$ cat src/ptst_pkg.sv
// Package for the periodic timer slot table: command codes and the sequencer state type.
// No dependencies; imported by periodic_timer_slot_table_unit.
`default_nettype none

package ptst_pkg;

  localparam logic [1:0] CMD_ADD    = 2'd0;
  localparam logic [1:0] CMD_REMOVE = 2'd1;
  localparam logic [1:0] CMD_POLL   = 2'd2;

  typedef enum logic [2:0] {
    ST_IDLE,
    ST_ADD,
    ST_REMOVE,
    ST_POLL,
    ST_FINISH,
    ST_BAD
  } state_t;

endpackage

`default_nettype wire

$ cat src/periodic_timer_slot_table_unit.sv
// Periodic timer slot table: slot memories, active bits and the scanning sequencer.
// Depends on ptst_pkg for command codes and the state type.
//
//   Channel  | Handshake                 | Payload
//   ---------+---------------------------+-----------------------------------
//   command  | start in, busy out        | cmd, now, period, slot
//   result   | strobe out (one cycle)    | ok, slot_out, fired, last
//
// A transaction is accepted on a rising edge with start high and busy low.
// Add walks the active bits from slot 0 until it meets a free slot or reaches
// the last one. Poll streams the slots through the period and last-tick
// memories, one slot a cycle with the read data registered, and a closing
// step sends the final result; the single 32-bit subtract and compare decides
// whether a slot is due. Remove and unused command codes answer without a scan.
// Every result appears on the registered outputs in the cycle after the sequencer
// produces it, and the block takes the next transaction as soon as busy is low.
// Synchronous reset clears the active bits and the sequencer; the memories are
// not cleared, since an entry is only read once an add has written it.
// The receiver cannot stall: each result is held for exactly one cycle.
`default_nettype none

module periodic_timer_slot_table_unit
  import ptst_pkg::*;
#(
  parameter int SLOTS = 8
) (
  input  wire logic        clk,
  input  wire logic        rst,
  input  wire logic        start,
  output logic             busy,
  input  wire logic [1:0]  cmd,
  input  wire logic [31:0] now,
  input  wire logic [31:0] period,
  input  wire logic [5:0]  slot,
  output logic             strobe,
  output logic             ok,
  output logic [5:0]       slot_out,
  output logic             fired,
  output logic             last
);

  localparam int IW = (SLOTS > 1) ? $clog2(SLOTS) : 1;
  localparam logic [IW-1:0] LAST_IDX = IW'(SLOTS - 1);

  // Sequencer state.
  state_t state, state_next;

  // Captured transaction fields.
  logic [31:0] now_r;
  logic [31:0] period_r;
  logic [5:0]  slot_r;

  // Slot storage: active bits in flip-flops, period and last tick in memories.
  logic [SLOTS-1:0] active, active_next;
  logic [31:0]      mem_period [SLOTS];
  logic [31:0]      mem_tick   [SLOTS];
  logic [31:0]      rd_period;
  logic [31:0]      rd_tick;

  // Scan counter and the compare stage behind the memory read.
  logic [IW-1:0] idx, idx_next;
  logic          scan_on, scan_on_next;
  logic          chk_valid, chk_valid_next;
  logic [IW-1:0] chk_idx, chk_idx_next;

  // A due slot is held back until the next one is found, so that the final
  // result of a poll can carry the last flag.
  logic          pend_valid, pend_valid_next;
  logic [IW-1:0] pend_slot, pend_slot_next;

  // Memory write controls.
  logic          period_we;
  logic          tick_we;
  logic [IW-1:0] wr_addr;

  // Result register inputs.
  logic       strobe_next;
  logic       ok_next;
  logic [5:0] slot_out_next;
  logic       fired_next;
  logic       last_next;

  logic        accept;
  logic        slot_in_range;
  logic [31:0] elapsed;
  logic        due;

  assign accept        = start && (state == ST_IDLE);
  assign busy          = (state != ST_IDLE);
  assign slot_in_range = ({1'b0, slot_r} < 7'(SLOTS));

  // The shared compare unit: wrapping elapsed time against the period.
  assign elapsed = now_r - rd_tick;
  assign due     = chk_valid && active[chk_idx] && (elapsed >= rd_period);

  // Next-state logic.
  always_comb begin
    state_next = state;
    unique case (state)
      ST_IDLE: begin
        if (start) begin
          unique case (cmd)
            CMD_ADD:    state_next = ST_ADD;
            CMD_REMOVE: state_next = ST_REMOVE;
            CMD_POLL:   state_next = ST_POLL;
            default:    state_next = ST_BAD;
          endcase
        end
      end
      ST_ADD: begin
        if (!active[idx] || (idx == LAST_IDX)) begin
          state_next = ST_IDLE;
        end
      end
      ST_POLL: begin
        if (chk_valid && (chk_idx == LAST_IDX)) begin
          state_next = ST_FINISH;
        end
      end
      ST_REMOVE: state_next = ST_IDLE;
      ST_FINISH: state_next = ST_IDLE;
      ST_BAD:    state_next = ST_IDLE;
      default:   state_next = ST_IDLE;
    endcase
  end

  // Datapath and result logic.
  always_comb begin
    idx_next        = idx;
    scan_on_next    = scan_on;
    chk_valid_next  = 1'b0;
    chk_idx_next    = idx;
    pend_valid_next = pend_valid;
    pend_slot_next  = pend_slot;
    active_next     = active;
    period_we       = 1'b0;
    tick_we         = 1'b0;
    wr_addr         = idx;
    strobe_next     = 1'b0;
    ok_next         = 1'b0;
    slot_out_next   = 6'd0;
    fired_next      = 1'b0;
    last_next       = 1'b0;
    unique case (state)
      ST_IDLE: begin
        if (start) begin
          idx_next        = '0;
          scan_on_next    = 1'b1;
          pend_valid_next = 1'b0;
        end
      end
      ST_ADD: begin
        if (!active[idx]) begin
          active_next[idx] = 1'b1;
          period_we        = 1'b1;
          tick_we          = 1'b1;
          strobe_next      = 1'b1;
          ok_next          = 1'b1;
          slot_out_next    = 6'(idx);
          last_next        = 1'b1;
        end else if (idx == LAST_IDX) begin
          // Table full.
          strobe_next = 1'b1;
          last_next   = 1'b1;
        end else begin
          idx_next = idx + 1'b1;
        end
      end
      ST_REMOVE: begin
        if (slot_in_range) begin
          active_next[slot_r[IW-1:0]] = 1'b0;
        end
        strobe_next = 1'b1;
        ok_next     = slot_in_range;
        last_next   = 1'b1;
      end
      ST_POLL: begin
        chk_valid_next = scan_on;
        chk_idx_next   = idx;
        if (scan_on) begin
          if (idx == LAST_IDX) begin
            scan_on_next = 1'b0;
          end else begin
            idx_next = idx + 1'b1;
          end
        end
        if (due) begin
          tick_we         = 1'b1;
          wr_addr         = chk_idx;
          pend_valid_next = 1'b1;
          pend_slot_next  = chk_idx;
          if (pend_valid) begin
            strobe_next   = 1'b1;
            ok_next       = 1'b1;
            slot_out_next = 6'(pend_slot);
            fired_next    = 1'b1;
          end
        end
      end
      ST_FINISH: begin
        // Either the held-back due slot or the single nothing-due result.
        strobe_next   = 1'b1;
        ok_next       = 1'b1;
        slot_out_next = pend_valid ? 6'(pend_slot) : 6'd0;
        fired_next    = pend_valid;
        last_next     = 1'b1;
      end
      ST_BAD: begin
        strobe_next = 1'b1;
        last_next   = 1'b1;
      end
      default: begin
      end
    endcase
  end

  // Control registers.
  always_ff @(posedge clk) begin
    if (rst) begin
      state      <= ST_IDLE;
      active     <= '0;
      scan_on    <= 1'b0;
      chk_valid  <= 1'b0;
      pend_valid <= 1'b0;
      strobe     <= 1'b0;
    end else begin
      state      <= state_next;
      active     <= active_next;
      scan_on    <= scan_on_next;
      chk_valid  <= chk_valid_next;
      pend_valid <= pend_valid_next;
      strobe     <= strobe_next;
    end
  end

  // Payload registers.
  always_ff @(posedge clk) begin
    if (accept) begin
      now_r    <= now;
      period_r <= period;
      slot_r   <= slot;
    end
    idx       <= idx_next;
    chk_idx   <= chk_idx_next;
    pend_slot <= pend_slot_next;
    ok        <= ok_next;
    slot_out  <= slot_out_next;
    fired     <= fired_next;
    last      <= last_next;
  end

  // Slot memories: one write port each, one registered read at the scan index.
  always_ff @(posedge clk) begin
    if (period_we) begin
      mem_period[wr_addr] <= period_r;
    end
    if (tick_we) begin
      mem_tick[wr_addr] <= now_r;
    end
    rd_period <= mem_period[idx];
    rd_tick   <= mem_tick[idx];
  end

  // A fired result always reports success.
  assert property (@(posedge clk) disable iff (rst) strobe && fired |-> ok)
    else $error("fired result without ok");

  // Only a poll produces more than one result, so any non-final result fired.
  assert property (@(posedge clk) disable iff (rst) strobe && !last |-> fired)
    else $error("non-final result that did not fire");

  // The closing step of a poll always delivers the final result.
  assert property (@(posedge clk) disable iff (rst) state == ST_FINISH |=> strobe && last)
    else $error("poll ended without a final result");

  // The sequencer only leaves idle on an accepted transaction.
  assert property (@(posedge clk) disable iff (rst) $rose(busy) |-> $past(start))
    else $error("busy without an accepted transaction");

  // A scan compare is never pending once the block is idle again.
  assert property (@(posedge clk) disable iff (rst) state == ST_IDLE |-> !chk_valid)
    else $error("compare stage active while idle");

endmodule

`default_nettype wire

$ cat config.mk
export PLATFORM = sky130hd
export DESIGN_NAME = periodic_timer_slot_table_unit
export DESIGN_NICKNAME = d
export VERILOG_FILES = /design/src/ptst_pkg.sv /design/src/periodic_timer_slot_table_unit.sv
export SDC_FILE = /design/constraint.sdc
export NUM_CORES = 1
export LEC_CHECK = 0
export BUFFER_PORTS_ARGS = -buffer_cell sky130_fd_sc_hd__buf_2
export CORE_MARGIN = 8
export CORE_UTILIZATION = 50
export CTS_CLUSTER_SIZE = 20
export DETAILED_ROUTE_END_ITERATION = 8
export GPL_ROUTABILITY_DRIVEN = 0
export GPL_TIMING_DRIVEN = 1
export PLACE_DENSITY = 0.66
export SYNTH_ARGS = -nofsm -noshare
export SYNTH_HDL_FRONTEND = slang
export SYNTH_SLANG_ARGS = --single-unit
$ cat constraint.sdc
create_clock -name clk -period 19.84 [get_ports clk]
set_input_delay 0 -clock clk [delete_from_list [all_inputs] [get_ports clk]]
set_output_delay 0 -clock clk [all_outputs]
set_load 0.02 [all_outputs]
[Word-level counts from Yosys, hierarchy flattened]
Memory sizes are Yosys's and may differ from the RTL's. A register that Yosys moved wholly into a read port is not among the register bits.
Cells that the tools add are included.
Cells by class
  add/subtract/negate cells: 2
  magnitude comparators: 7
  equality and inequality tests: 17
  multiplexer cells: 50
  bitwise logic cells: 4
  reduce and logical (&&, ||, !) cells: 22
Operators with widths (number)
  3-bit 2-to-1 mux: 12
  3-bit case mux with 3 select lines: 4
  32-bit >= comparator: 1
  32-bit subtractor: 1
  1-bit 2-to-1 mux: 20
  8-bit 2-to-1 mux: 2
  2-bit inequality test, second input constant: 8
  8-bit case mux with 2 select lines: 1
  3-bit equality test, second input constant: 4
  3-bit by 4-bit < comparator with 1-bit output, second input constant: 3
  1-bit case mux with 2 select lines: 5
  3-bit AND reduction: 3
  8-bit AND: 1
  8-bit inverter: 1
  8-bit bitwise OR: 1
  1-bit binary-select mux with 3-bit select: 2
  1-bit demux with 3-bit select: 2
  3-bit by 2-bit equality test with 1-bit output, second input constant: 2
  3-bit by 1-bit >= comparator with 1-bit output, second input constant: 2
  1-bit logical AND: 6
  6-bit by 4-bit < comparator with 1-bit output, second input constant: 1
  3-bit nonzero test: 2
  1-bit case mux with 4 select lines: 1
  2-bit AND reduction: 2
  14 further kinds: 15
Word-level totals
  flip-flop bits (word level): 103
  RAM bits: 512
  input port bits: 75
  output and inout bits: 11
  word-level logic and storage cells: 120
  memories kept: 2
Memory list
  mem_period: words 8, width 32, rd ports 1, clocked after Yosys merged registers in 1, write ports 1, line periodic_timer_slot_table_unit.sv:55  | logic [31:0] mem_period [SLOTS];
  mem_tick: words 8, width 32, rd ports 1, clocked after Yosys merged registers in 1, write ports 1, line periodic_timer_slot_table_unit.sv:56  | logic [31:0] mem_tick [SLOTS];

[Logic depth before layout (Yosys ltp)]
  depth after elaboration: 8
  mapped depth: 22
  depth with buffers taken out: 21

[Worst setup path before layout]
Ideal clock, no wire load.
  path type: flip-flop to flip-flop
  from: reg now_r[0]
  to: mem mem_tick[6][0], enable pin
  setup time: 0.472 ns
  arrival: 6.208 ns
  data required time: 19.368 ns
  path slack: 13.160 ns
  stages on the path, launching flop included: 20
  buffers on the path: 1
  period minus slack after synthesis: 6.680 ns
  cells stage by stage: edfxtp_1 > inv_1 > ha_1 > inv_1 > fa_1 > a21oi_1 > o211ai_1 > a31oi_1 > nor3_2 > o311ai_4 > a21boi_0 > o31a_1 > ha_1 > nand4_1 > nor4_1 > o211ai_1 > a21oi_1 > o2111ai_1 > buf_2 > o32ai_1
On the way
  longest elaborated chain between the ends: 7
  elaborated cells on any way between the ends: 9
  those cells by class: 1 x add/sub; 1 x order compare; 6 x mux; 1 x reduce/logical
RTL lines
  start, declared: line periodic_timer_slot_table_unit.sv:49  | logic [31:0] now_r;
  start signal, assigned: line periodic_timer_slot_table_unit.sv:239  | now_r <= now;
  32-bit subtractor *: line periodic_timer_slot_table_unit.sv:93  | assign elapsed = now_r - rd_tick;
  32-bit >= comparator *: line periodic_timer_slot_table_unit.sv:94  | assign due = chk_valid && active[chk_idx] && (elapsed >= rd_period);
  1-bit logical AND *: line periodic_timer_slot_table_unit.sv:94
  1-bit 2-to-1 mux: line periodic_timer_slot_table_unit.sv:187  | if (due) begin
  1-bit case mux with 2 select lines: line periodic_timer_slot_table_unit.sv:144  | unique case (state)
  1-bit 2-to-1 mux: line periodic_timer_slot_table_unit.sv:257  | if (tick_we) begin
  1-bit 2-to-1 mux (not written as such): line periodic_timer_slot_table_unit.sv:258  | mem_tick[wr_addr] <= now_r;
  end, declared: line periodic_timer_slot_table_unit.sv:56
Mark *: on every way between the ends. The rest lies on a longest branch, timed or not.

[Final worst setup path]
  from: reg now_r[0]
  to: mem mem_tick[5][10], enable pin
The elaborated chain is that of the path after synthesis.

==> flow_summary.ini <==
[place]
hpwl_um = 29700
port_buffers = 82

[logic_synthesis]
synth_xor_area_share_pct = 0.891
synthFlopType = edfxtp_1
avgSynthCellArea_um2 = 18.8
synth_area_leaders = edfxtp_1 67%, mux4_2 11%, dfxtp_1 6.6%
synth_simple_gate_area_share_pct = 2.72
netlist_area_mm2 = 0.0265
ys_ff_latch = 676
yosysMostFrequentCell = edfxtp_1
ys_seq_area_share_pct = 73.2
netlist_instances = 1412
ys_types = 63
synth_top_area_share_pct = 66.5
synthArstFlopShare_pct = 0
synth_top_family_by_area = multiplexers
yosys_warnings = 0
synth-adder-area-share_pct = 3.19
yosys.area.top_type = edfxtp_1
synthMuxAreaShare_pct = 14.1
synth_compound_area_share_pct = 3.86
synth_edf_count = 588
synthTopCellsByCount = 588 x edfxtp_1, 132 x mux4_2, 88 x dfxtp_1

[hold_path]
worstHoldStart = period[8]
hp-class = input pin to flip-flop
hold_path_end = period_r[8]
whs_path_depth = 2

[power]
p_leak_nw = 10.7
powerDensity_mw_per_mm2 = 121
irDropWorstVdd_uv = 81.1

[global_route]
met2_usage_pct = 28.5
grt_pass1_vias = 13800
gr-max-usage-layer = met2
grt_overflow_total = 0
use_met3_pct = 3.28
grt_pass1_wl_um = 80200
grtUsageMet1_pct = 23.4
antenna_found_initial = 0
grt_max_degree = 57
grt_usage_pct = 17.3

[timing]
tightest_slew_ps = 975
rsz0062_at_grt = false
finalSetupViolCount = 0
fmax_mhz = 170
fin_worst_skew_ps = 24.5
fin_crit_sh_pct = 29.7
slew_headroom_pct = 35.0
hold_viol = 0
final.min_clock_period_ps = 5890
setup_tns_ps = 0
slew_violations = 0

[setup_path]
required_ps = 20110
rrSetupSlack_ps = 13950
slowest_stage = o21ai_4
cp-start-kind = flip-flop
crit_fanout = 18
critPathMaxStageDelay_ps = 590
reg2reg_from = now_r[0]
reg2reg_to = mem_tick[5][10]
cp_cell_sequence = inv_1 > ha_1 > inv_1 > fa_1 > a21oi_1 > o211ai_1 > a31oi_1 > nor3_2 > o311ai_4 > a2bb2oi_1 > o21ai_1 > xor2_1 > ha_1 > nand4_1 > nor4_1 > a221oi_1 > o21ai_0 > o2111ai_1 > buf_4 > o21bai_2 > o21ai_4 > buf_4
critPathCaptureType = flip-flop
crit_type = flip-flop to flip-flop
reg2reg_depth = 22
worstPathArrival_ps = 6160

[route]
drtIter0Drc = 1102
vias = 13100
drt-vias-per-instance = 5.51
antenna_left = 0
wl_per_cell_um = 21.7
dr.pass1.iters = 5
wl_um = 51400
post-route-drc-count = 0

[clock_network]
clk_latency_ps = 620
clk_pin_slew_ps = 60
cts_max_level = 3
cts.path.max_buffers = 3
clockRootBuffer = clkbuf_16
numClockSinks = 676
numCtsBuffers = 71
post-cts-setup-buffers = 0
cts_tree = done

[floorplanning]
pin_count = 86
row_count = 84
die_y_um = 246
start_util_pct = 50.5
die_area_mm2 = 0.0607
die_x_um = 246
core-area_mm2 = 0.0526

[layout]
drive_above_1_share_pct = 25.7
num_antenna_cells = 0
fin_nets = 1762
multiInputGateArea_mm2 = 0.00669
fillers = 3878
syn_to_final_growth_pct = 16.5
utilization_pct = 58.8
regArea_mm2 = 0.0194

[outcome]
outcome = complete, no violations

[run]
drv_cap = 0
==> cell families after synthesis <==
family	Yosys count
XOR/XNOR	27
adder cells (fa/ha/maj)	67
AND/OR/NAND/NOR	147
buffers and inverters	135
flip-flops	676
multiplexers	201
AO/OA/AOI/OAI	158
other	1
==> per-layer routing <==
metal	share of wire, %	up-vias
met5	0	-
met4	2.4	0
met3	4.3	90
met2	48	246
met1	45	6693
li1	-	6024
==> flip-flops by register name (all words and copies together), names as in the netlist, 6 cells and up <==
name	count
slot_r	6
mem_tick	256
active	8
period_r	32
rd_tick	32
rd_period	32
now_r	32
mem_period	256
==> layout make-up <==
class / instances / area share, %
flip-flops and latches: 676 / 62.8
multi-input cells: 603 / 21.7
clock buffers: 98 / 6.28
repair buffers: 184 / 4.42
well taps: 688 / 2.79
inverters: 84 / 1.02
clock inverters: 34 / 0.992
==> metrics by stage <==
| stage | power [W] | hold WS [ps] | instance area, um^2 | instances | worst slack, ps |
|---|---|---|---|---|---|
| after floorplan | 0.00229 | 76.1 | 26500 | 1414 | 13160 |
| after global placement | 0.00249 | 176 | 27900 | 2159 | 14000 |
| after detailed placement | 0.00250 | 178 | 27900 | 2159 | 13890 |
| after CTS | 0.00379 | 53.9 | 30900 | 2367 | 13860 |
| after global routing | 0.00393 | 64.1 | 30900 | 2367 | 13480 |
| final | 0.00375 | 90.5 | 30900 | 2367 | 13950 |
==> worst max-delay path: cells and delay by family (launching register included) <==
kind                     cells  cell delay, ps
AO/OA/AOI/OAI               11            2670
adder cells (fa/ha/maj)      3             880
buffers and inverters        4             810
AND/OR/NAND/NOR              3             530
flip-flops                   1             500
XOR/XNOR                     1             160
==> where the power goes <==
part | leakage (nW) | internal [W] | switching, W
Combinational | 3.56 | 0.000343 | 0.000409
Sequential | 6.08 | 0.00167 | 0.0000597
Clock | 1.10 | 0.000731 | 0.000538
Total | 10.7 | 0.00274 | 0.00101
==> worst max-delay path by stage <==
stage	startpoint	to	slack (ps)	cells after the start
after floorplan	now_r[0]	mem_tick[6][0]	13160	19
after global placement	now_r[0]	mem_tick[5][10]	14000	22
after detailed placement	now_r[0]	mem_tick[5][4]	13890	21
after CTS	now_r[0]	mem_tick[5][12]	13860	22
after global routing	now_r[0]	mem_tick[5][10]	13480	22
final	now_r[0]	mem_tick[5][10]	13950	22
==> layout by cell type (no fill, tap or decap), drive strengths merged, types with 4 or more instances in the layout <==
cell type | Yosys | final
nand2b | 16 | 16
nor2 | 39 | 39
o211ai | 4 | 4
xnor2 | 19 | 19
a31oi | 4 | 4
clkinv | 0 | 26
inv | 84 | 86
mux4 | 132 | 132
nand4 | 8 | 8
dlygate4sd3 | 0 | 76
a21o | 14 | 14
nand3 | 13 | 13
ha | 66 | 66
clkbuf | 27 | 98
xor2 | 8 | 8
a211oi | 10 | 10
a21oi | 50 | 50
o31ai | 6 | 6
nor2b | 6 | 6
edfxtp | 588 | 588
nand2 | 36 | 36
o21a | 6 | 6
nor3 | 8 | 8
mux2 | 67 | 67
buf | 24 | 108
o21ai | 38 | 38
and2 | 6 | 6
dfxtp | 88 | 88
==> repair_timing <==
action | CTS | global route
hold buffers | 76 | 0
gates resized for setup | 0 | 0
endpoints found under the hold margin | 85 | 0
(Power assumes the default switching activity.)
